`config.mk`:
```
export PLATFORM = sky130hd
export DESIGN_NAME = serial_lcd_write_controller_flat
export DESIGN_NICKNAME = d
export VERILOG_FILES = /design/src/hdl/slcd_pkg.sv /design/src/hdl/slcd_if.sv /design/src/hdl/slcd_step.sv /design/src/hdl/serial_lcd_write_controller.sv /design/src/flat_wrapper.sv
export SDC_FILE = /design/constraint.sdc
export NUM_CORES = 1
export LEC_CHECK = 0
export ABC_AREA = 1
export BUFFER_PORTS_ARGS = -buffer_cell sky130_fd_sc_hd__buf_2
export CORE_UTILIZATION = 45
export DETAILED_ROUTE_END_ITERATION = 7
export PLACE_DENSITY = 0.65
export SLEW_MARGIN = 0
export SYNTH_ARGS = -nofsm -noshare
export SYNTH_HDL_FRONTEND = slang
export SYNTH_HIERARCHICAL = 1
export SYNTH_SLANG_ARGS = --single-unit
```
`constraint.sdc`:
```
create_clock -name i_clk -period 3.3 [get_ports i_clk]
set_input_delay 0.66 -clock i_clk [delete_from_list [all_inputs] [get_ports i_clk]]
set_output_delay 0.66 -clock i_clk [all_outputs]
set_load 0.01 [all_outputs]
```
`src/hdl/slcd_pkg.sv`:
```
// slcd_pkg: shared types, phase codes and constants for the serial lcd write controller
// no dependencies
package slcd_pkg;

    // request codes on the cmd field
    localparam logic [1:0] CMD_NONE       = 2'd0;
    localparam logic [1:0] CMD_WRITE_CMD  = 2'd1;
    localparam logic [1:0] CMD_WRITE_DATA = 2'd2;
    localparam logic [1:0] CMD_RESERVED   = 2'd3;

    // sequencer phases
    localparam logic [1:0] PH_IDLE    = 2'd0;
    localparam logic [1:0] PH_POLL_TX = 2'd1;
    localparam logic [1:0] PH_POLL_RX = 2'd2;
    localparam logic [1:0] PH_FRAME   = 2'd3;

    localparam logic [7:0] POLL_CODE = 8'hfc;
    localparam logic [7:0] SYNC_CMD  = 8'hf8;
    localparam logic [7:0] SYNC_DATA = 8'hfa;

    // last bit position of each shifting phase
    localparam logic [4:0] LAST_POLL_TX = 5'd7;
    localparam logic [4:0] LAST_POLL_RX = 5'd15;
    localparam logic [4:0] LAST_FRAME   = 5'd23;

    typedef struct packed {
        logic [1:0] cmd;
        logic [7:0] value;
        logic       sid_in;
    } t_slcd_in;

    typedef struct packed {
        logic       chip_select;
        logic       sid_out;
        logic       sid_drive;
        logic       clock_pulse;
        logic       ready_res;
        logic       write_done;
        logic [7:0] status_byte;
    } t_slcd_res;

    typedef struct packed {
        logic [1:0] phase;
        logic [4:0] bit_index;
    } t_slcd_stat;

endpackage

```
`src/hdl/slcd_if.sv`:
```
// slcd_in_if / slcd_out_if: valid/ready channels carrying a slot word and a result word
// no dependencies
interface slcd_in_if;
    logic       valid;
    logic       ready;
    logic [1:0] cmd;
    logic [7:0] value;
    logic       sid_in;

    modport source (output valid, cmd, value, sid_in, input ready);
    modport sink   (input valid, cmd, value, sid_in, output ready);
endinterface

interface slcd_out_if;
    logic       valid;
    logic       ready;
    logic       chip_select;
    logic       sid_out;
    logic       sid_drive;
    logic       clock_pulse;
    logic       ready_res;
    logic       write_done;
    logic [7:0] status_byte;

    modport source (output valid, chip_select, sid_out, sid_drive, clock_pulse, ready_res,
                    write_done, status_byte, input ready);
    modport sink   (input valid, chip_select, sid_out, sid_drive, clock_pulse, ready_res,
                    write_done, status_byte, output ready);
endinterface

```
`src/hdl/slcd_step.sv`:
```
// slcd_step: write sequencer state and the per-slot step logic (poll, status, frame)
// depends on slcd_pkg
module slcd_step (
    input  logic                i_clk,
    input  logic                i_rst_n,
    input  logic                i_adv,
    input  slcd_pkg::t_slcd_in  i_slot,
    output slcd_pkg::t_slcd_res o_res,
    output slcd_pkg::t_slcd_stat o_stat
);

    logic [1:0]  r_phase, n_phase;
    logic [4:0]  r_bit_index, n_bit_index;
    logic [23:0] r_tx_shift, n_tx_shift;
    logic [15:0] r_rx_shift, n_rx_shift;
    logic        r_pending_is_data, n_pending_is_data;
    logic [7:0]  r_pending_byte, n_pending_byte;
    logic [7:0]  r_last_status, n_last_status;
    logic [7:0]  sync_byte;

    assign sync_byte = r_pending_is_data ? slcd_pkg::SYNC_DATA : slcd_pkg::SYNC_CMD;

    always_comb begin
        n_phase           = r_phase;
        n_bit_index       = r_bit_index;
        n_tx_shift        = r_tx_shift;
        n_rx_shift        = r_rx_shift;
        n_pending_is_data = r_pending_is_data;
        n_pending_byte    = r_pending_byte;
        n_last_status     = r_last_status;
        o_res             = '0;

        case (r_phase)
            slcd_pkg::PH_IDLE: begin
                o_res.ready_res = 1'b1;
                if (i_slot.cmd == slcd_pkg::CMD_WRITE_CMD
                        || i_slot.cmd == slcd_pkg::CMD_WRITE_DATA) begin
                    n_pending_is_data = (i_slot.cmd == slcd_pkg::CMD_WRITE_DATA);
                    n_pending_byte    = i_slot.value;
                    n_tx_shift        = {slcd_pkg::POLL_CODE, 16'h0000};
                    n_bit_index       = '0;
                    n_phase           = slcd_pkg::PH_POLL_TX;
                    o_res.chip_select = 1'b1;
                end
            end
            slcd_pkg::PH_POLL_TX: begin
                o_res.chip_select = 1'b1;
                o_res.sid_drive   = 1'b1;
                o_res.clock_pulse = 1'b1;
                o_res.sid_out     = r_tx_shift[23];
                n_tx_shift        = {r_tx_shift[22:0], 1'b0};
                if (r_bit_index >= slcd_pkg::LAST_POLL_TX) begin
                    n_bit_index = '0;
                    n_rx_shift  = '0;
                    n_phase     = slcd_pkg::PH_POLL_RX;
                end else begin
                    n_bit_index = r_bit_index + 5'd1;
                end
            end
            slcd_pkg::PH_POLL_RX: begin
                o_res.chip_select = 1'b1;
                o_res.clock_pulse = 1'b1;
                n_rx_shift        = {r_rx_shift[14:0], i_slot.sid_in};
                if (r_bit_index >= slcd_pkg::LAST_POLL_RX) begin
                    // high nibble of the first byte, low nibble of the second
                    n_last_status = {n_rx_shift[15:12], n_rx_shift[3:0]};
                    n_bit_index   = '0;
                    if (n_last_status[7]) begin
                        n_tx_shift = {slcd_pkg::POLL_CODE, 16'h0000};
                        n_phase    = slcd_pkg::PH_POLL_TX;
                    end else begin
                        n_tx_shift = {sync_byte, r_pending_byte[7:4], 4'h0,
                                      r_pending_byte[3:0], 4'h0};
                        n_phase    = slcd_pkg::PH_FRAME;
                    end
                end else begin
                    n_bit_index = r_bit_index + 5'd1;
                end
            end
            default: begin
                o_res.chip_select = 1'b1;
                o_res.sid_drive   = 1'b1;
                o_res.clock_pulse = 1'b1;
                o_res.sid_out     = r_tx_shift[23];
                n_tx_shift        = {r_tx_shift[22:0], 1'b0};
                if (r_bit_index >= slcd_pkg::LAST_FRAME) begin
                    o_res.write_done = 1'b1;
                    n_bit_index      = '0;
                    n_phase          = slcd_pkg::PH_IDLE;
                end else begin
                    n_bit_index = r_bit_index + 5'd1;
                end
            end
        endcase

        o_res.status_byte = n_last_status;
    end

    always_ff @(posedge i_clk) begin
        if (!i_rst_n) begin
            r_phase       <= slcd_pkg::PH_IDLE;
            r_bit_index   <= '0;
            r_last_status <= '0;
        end else if (i_adv) begin
            r_phase       <= n_phase;
            r_bit_index   <= n_bit_index;
            r_last_status <= n_last_status;
        end
    end

    // loaded before any read, so no reset
    always_ff @(posedge i_clk) begin
        if (i_adv) begin
            r_tx_shift        <= n_tx_shift;
            r_rx_shift        <= n_rx_shift;
            r_pending_is_data <= n_pending_is_data;
            r_pending_byte    <= n_pending_byte;
        end
    end

    assign o_stat.phase     = r_phase;
    assign o_stat.bit_index = r_bit_index;

endmodule

```
`src/hdl/serial_lcd_write_controller.sv`:
```
// serial_lcd_write_controller: slot word register, step sequencer and result register
// depends on slcd_pkg, slcd_if and slcd_step
//
//   channel  dir  payload                                                  word
//   i_in     in   cmd, value, sid_in                                       one bit slot
//   o_out    out  chip_select, sid_out, sid_drive, clock_pulse, ready_res, one per slot
//                 write_done, status_byte
//
// one slot word per cycle unless o_out stalls; each word is held in r_in, its result in r_out
// the rate is set by the single registered pass through the sequencer step
// a write takes 1 + 24*n + 24 slots, n being the number of polls, the last of them not busy
// i_rst_n is synchronous; it empties both registers and returns the sequencer to idle
// a stalled result holds in the output register while a further word waits in the input register
module serial_lcd_write_controller (
    input  logic        i_clk,
    input  logic        i_rst_n,
    slcd_in_if.sink     i_in,
    slcd_out_if.source  o_out
);

    logic                  r_in_valid;
    slcd_pkg::t_slcd_in    r_in;
    logic                  r_out_valid;
    slcd_pkg::t_slcd_res   r_out;
    logic                  adv;
    slcd_pkg::t_slcd_res   step_res;
    slcd_pkg::t_slcd_stat  step_stat;

    // step fires when the held word can move into the result register
    assign adv        = r_in_valid && (!r_out_valid || o_out.ready);
    assign i_in.ready = !r_in_valid || adv;

    always_ff @(posedge i_clk) begin
        if (!i_rst_n) begin
            r_in_valid <= 1'b0;
        end else if (i_in.valid && i_in.ready) begin
            r_in_valid <= 1'b1;
        end else if (adv) begin
            r_in_valid <= 1'b0;
        end
    end

    always_ff @(posedge i_clk) begin
        if (i_in.valid && i_in.ready) begin
            r_in.cmd    <= i_in.cmd;
            r_in.value  <= i_in.value;
            r_in.sid_in <= i_in.sid_in;
        end
    end

    slcd_step u_step (
        .i_clk   (i_clk),
        .i_rst_n (i_rst_n),
        .i_adv   (adv),
        .i_slot  (r_in),
        .o_res   (step_res),
        .o_stat  (step_stat)
    );

    always_ff @(posedge i_clk) begin
        if (!i_rst_n) begin
            r_out_valid <= 1'b0;
        end else if (adv) begin
            r_out_valid <= 1'b1;
        end else if (o_out.ready) begin
            r_out_valid <= 1'b0;
        end
    end

    always_ff @(posedge i_clk) begin
        if (adv) begin
            r_out <= step_res;
        end
    end

    assign o_out.valid       = r_out_valid;
    assign o_out.chip_select = r_out.chip_select;
    assign o_out.sid_out     = r_out.sid_out;
    assign o_out.sid_drive   = r_out.sid_drive;
    assign o_out.clock_pulse = r_out.clock_pulse;
    assign o_out.ready_res   = r_out.ready_res;
    assign o_out.write_done  = r_out.write_done;
    assign o_out.status_byte = r_out.status_byte;

    a_idle_bit_zero: assert property (@(posedge i_clk) disable iff (!i_rst_n)
        step_stat.phase == slcd_pkg::PH_IDLE |-> step_stat.bit_index == 5'd0)
        else $error("bit index not cleared in idle");

    a_poll_tx_range: assert property (@(posedge i_clk) disable iff (!i_rst_n)
        step_stat.phase == slcd_pkg::PH_POLL_TX |-> step_stat.bit_index <= slcd_pkg::LAST_POLL_TX)
        else $error("poll send overran");

    a_frame_end: assert property (@(posedge i_clk) disable iff (!i_rst_n)
        adv && step_stat.phase == slcd_pkg::PH_FRAME
            && step_stat.bit_index == slcd_pkg::LAST_FRAME
        |=> step_stat.phase == slcd_pkg::PH_IDLE && r_out_valid && r_out.write_done)
        else $error("frame end did not return to idle");

    a_done_shape: assert property (@(posedge i_clk) disable iff (!i_rst_n)
        r_out_valid && r_out.write_done
        |-> r_out.chip_select && r_out.clock_pulse && r_out.sid_drive && !r_out.ready_res)
        else $error("malformed final frame slot");

endmodule

```
`src/flat_wrapper.sv`:
```
// flat-port wrapper written by rule: the top's interface ports become plain ports
module serial_lcd_write_controller_flat 
  (i_clk, i_rst_n, i_in_valid, i_in_cmd, i_in_value, i_in_sid_in, i_in_ready, o_out_valid, o_out_chip_select, o_out_sid_out, o_out_sid_drive, o_out_clock_pulse, o_out_ready_res, o_out_write_done, o_out_status_byte, o_out_ready);
  slcd_in_if i_in_i ();
  slcd_out_if o_out_i ();
  input  logic i_clk;
  input  logic i_rst_n;
  input wire logic [$bits(i_in_i.valid)-1:0] i_in_valid;
  input wire logic [$bits(i_in_i.cmd)-1:0] i_in_cmd;
  input wire logic [$bits(i_in_i.value)-1:0] i_in_value;
  input wire logic [$bits(i_in_i.sid_in)-1:0] i_in_sid_in;
  output wire logic [$bits(i_in_i.ready)-1:0] i_in_ready;
  output wire logic [$bits(o_out_i.valid)-1:0] o_out_valid;
  output wire logic [$bits(o_out_i.chip_select)-1:0] o_out_chip_select;
  output wire logic [$bits(o_out_i.sid_out)-1:0] o_out_sid_out;
  output wire logic [$bits(o_out_i.sid_drive)-1:0] o_out_sid_drive;
  output wire logic [$bits(o_out_i.clock_pulse)-1:0] o_out_clock_pulse;
  output wire logic [$bits(o_out_i.ready_res)-1:0] o_out_ready_res;
  output wire logic [$bits(o_out_i.write_done)-1:0] o_out_write_done;
  output wire logic [$bits(o_out_i.status_byte)-1:0] o_out_status_byte;
  input wire logic [$bits(o_out_i.ready)-1:0] o_out_ready;
  assign i_in_i.valid = i_in_valid;
  assign i_in_i.cmd = i_in_cmd;
  assign i_in_i.value = i_in_value;
  assign i_in_i.sid_in = i_in_sid_in;
  assign i_in_ready = i_in_i.ready;
  assign o_out_valid = o_out_i.valid;
  assign o_out_chip_select = o_out_i.chip_select;
  assign o_out_sid_out = o_out_i.sid_out;
  assign o_out_sid_drive = o_out_i.sid_drive;
  assign o_out_clock_pulse = o_out_i.clock_pulse;
  assign o_out_ready_res = o_out_i.ready_res;
  assign o_out_write_done = o_out_i.write_done;
  assign o_out_status_byte = o_out_i.status_byte;
  assign o_out_i.ready = o_out_ready;
  serial_lcd_write_controller u_core (.i_clk(i_clk), .i_rst_n(i_rst_n), .i_in(i_in_i), .o_out(o_out_i));
endmodule
```
==> flow_summary_export.csv <==
group,metric,value,unit
run_status,status,"finished clean",
clock_tree,clkLatencyLatePin,340,ps
final_layout,drive_gt1_share,18.47,%
clock_tree,postCtsHoldBufs,0,
timing,fin_crit,2271,ps
flow_run,maxCapViolations,0,
yosys,yosysWarnings,6,
detailed_routing,dr.pass1.iters,4,
placement,gp_congestion,0.8437,
pwr,comb_power_share,9.2,%
setup_path,path_max_fanout,20,
detailed_routing,drt_iter0_drc,100,
grt,grt_start_max_net_pins,28,
clock_tree,cts.sinks,86,
final_layout,nets,370,
yosys,syn_area_per_cell,11.37,um2
detailed_routing,post-route-drc-count,0,
final_layout,antenna_cells,0,
placement,port_buffers,30,
detailed_routing,vias,2154,
pwr,clockPowerShare,31.6,%
timing,finalWorstSetupSlack,1029,ps
clock_tree,h-tree-depth,3,
timing,fin_setup_tns,0,ps
worst_hold_path,hp-class,"reg2reg",
pwr,swShare,25.52,%
setup_path,path_common_cell,"inv_1",
setup_path,max_stage_delay,560,ps
floorplan,coreArea,7370,um2
detailed_routing,met2_length,2.530,mm
pwr,p_per_area,536.5,nW/um2
setup_path,worst-path-buf-inv,3,
floorplan,io_pins,31,
detailed_routing,wl_met1,2.775,mm
floorplan,die_x,90.20,um
pwr,internal_power,1582,uW
pwr,p_switching,542.1,uW
timing,skew,9.447,ps
yosys,synth_nets,331,
detailed_routing,wl_met3,272,um
pwr,p_leak,0.001737,uW
placement,hpwl,3.841,mm
yosys,synth_seq_cells,86,
pwr,irDropWorstVdd,296.6,uV
yosys,netlist_area,3501,um2
detailed_routing,routed_wl,5.655,mm
detailed_routing,wl_per_cell,12.54,um
timing,fmax,440.3,MHz
setup_path,worstPathRequired,3280,ps
setup_path,crit_family,"buffers and inverters",
final_layout,mostFrequentLayoutCells,"69 x edfxtp_1, 54 x inv_1, 51 x nand2_1, 35 x nor2_1, 30 x buf_2",
placement,preCtsSetupSlack,982.9,ps
timing,rsz0062_at_grt,"no",
detailed_routing,dr.max_layer_used,"met4",
clock_tree,post-cts-setup-buffer-count,0,
grt,grt_pass1_wl,9.646,mm
yosys,syn_inst,308,
detailed_routing,ant_nets,0,
setup_path,slowest_stage,"inv_1",
detailed_routing,viasPerCell,4.776,
clock_tree,clockBufferDepth,2,
final_layout,area_growth,13.12,%
clock_tree,cts_root_buffer,"clkbuf_8",
setup_path,crit_path_end_kind,"flip-flop",
pwr,p_seq_share,59.2,%
final_layout,layout_commonest_cell,"edfxtp_1",
grt,grtUsageTotal,15.33,%
floorplan,die_y,90.20,um
timing,hold_violations,0,
floorplan,die_area,8136,um2
grt,antenna_found_initial,0,
setup_path,cp.arrival,2250,ps
timing,drv_slew,0,
clock_tree,cts_repair_resize_count,0,
timing,hold_ws,423.5,ps
timing,post-route-period-util,68.82,%
clock_tree,cts_buffers,9,
yosys,yosysSeqAreaShare,68.91,%
clock_tree,cts_tree,"yes",
setup_path,startpoint_type,"flip-flop",
grt,first_global_vias,1991,
setup_path,critPathKind,"reg2reg",
timing,relSlewSlack,49.41,%
floorplan,start_util,47.50,%
clock_tree,clk_pin_slew,90,ps
floorplan,rows,31,
timing,setup-violations-final,0,
timing,worstMarginPinSlew,758.0,ps
grt,overflow,0,
yosys,synthDistinctLibCells,29,
setup_path,crit_chain,"inv_1, ha_1, nand2_2, nand2_2, inv_1, nand2_1, inv_1",
[metrics by stage]
step | instance area (um2) | instances | total power [uW] | utilization, %
after floorplan | 3501 | 308 | 1420 | -
after detailed placement | 3775 | 435 | 1479 | 51.22
after CTS | 3960 | 451 | 2148 | 53.74
after global placement | 3775 | 435 | 1473 | 51.22
after global routing | 3960 | 451 | 2231 | 53.74
final | 3960 | 451 | 2125 | 53.74
[worst paths after layout]
path	end	depth (start not counted)	slack (ps)	start
worst min-delay path	u_core/u_step/r_pending_byte[0]$_DFFE_PP_	0	420	u_core/r_in[1]$_DFFE_PP_
worst max-delay path	u_core/u_step/r_tx_shift[5]$_DFFE_PP_	7	1030	u_core/u_step/r_phase[0]$_SDFFE_PN0P_
worst max register to register	u_core/u_step/r_tx_shift[5]$_DFFE_PP_	7	1030	u_core/u_step/r_phase[0]$_SDFFE_PN0P_
worst min register to register	u_core/u_step/r_pending_byte[0]$_DFFE_PP_	0	420	u_core/r_in[1]$_DFFE_PP_
[registers in the layout (all words and copies together) (netlist names), 2 cells and up]
name / flops
u_core/u_step/r_phase: 2
u_core/o_out.status_byte: 8
u_core/u_step/r_last_status: 8
u_core/r_in: 11
u_core/u_step/r_rx_shift: 15
u_core/u_step/r_pending_byte: 8
u_core/u_step/r_tx_shift: 20
u_core/u_step/r_bit_index: 5
[cells in the mapped netlist]
| library cell | instances | area share [%] |
|---|---|---|
| inv_1 | 54 | 5.8 |
| nor2_1 | 35 | 3.8 |
| nand4_2 | 1 | 0.36 |
| a22o_1 | 8 | 2.0 |
| buf_2 | 3 | 0.43 |
| nor3_1 | 1 | 0.14 |
| nor3b_1 | 1 | 0.21 |
| or2_1 | 2 | 0.36 |
| nor2_8 | 1 | 0.57 |
| nor2_2 | 1 | 0.18 |
| a21oi_2 | 1 | 0.25 |
| clkbuf_1 | 2 | 0.21 |
| ha_1 | 8 | 2.9 |
| inv_2 | 1 | 0.11 |
| o21ai_0 | 4 | 0.57 |
| nand3_1 | 18 | 2.6 |
| dfxtp_1 | 17 | 9.7 |
| a21oi_1 | 9 | 1.3 |
| clkinv_1 | 1 | 0.11 |
| nand2_2 | 3 | 0.54 |
| nand4_1 | 3 | 0.54 |
| o21ai_1 | 7 | 1.0 |
| nand3_2 | 1 | 0.29 |
| buf_6 | 1 | 0.32 |
| edfxtp_1 | 69 | 59 |
| nand2_1 | 51 | 5.5 |
| or2_2 | 3 | 0.54 |
| nor2_4 | 1 | 0.32 |
| nand2_4 | 1 | 0.32 |
[power by group through the flow]
stage          combinational (uW)  clock, uW  sequential (uW)
2_1_floorplan                 137          0             1280
3_3_place_gp                  191          0             1280
3_5_place_dp                  196          0             1280
4_1_cts                       196        693             1260
5_1_grt                       223        743             1260
6_report                      195        671             1260
[routing by layer]
| metal | vias up | track usage, % |
|---|---|---|
| li1 | 1086 | - |
| met2 | 52 | 21.88 |
| met4 | 0 | 7.258 |
| met1 | 1012 | 21.80 |
| met5 | - | 0 |
| met3 | 4 | 3.976 |
[logic make-up (layout without fill, tap and decap cells)]
group | Yosys count | after routing | share of synthesized area [%]
adder cells (fa/ha/maj) | 8 | 8 | 2.859
buffers and inverters | 62 | 106 | 6.969
AND/OR/NAND/NOR | 123 | 123 | 16.15
flip-flops | 86 | 86 | 68.91
AO/OA/AOI/OAI | 29 | 29 | 5.111
[layout make-up]
type,instances,area (um2)
Multi-Input combinational cell,160,848.3
Clock inverter,7,61.31
Timing Repair Buffer,34,180.2
Sequential cell,86,2412
Clock buffer,9,123.9
Tap cell,99,123.9
Inverter,56,210.2
Fill cell,634,3410
Note: power is estimated with default switching activity, not from simulation.
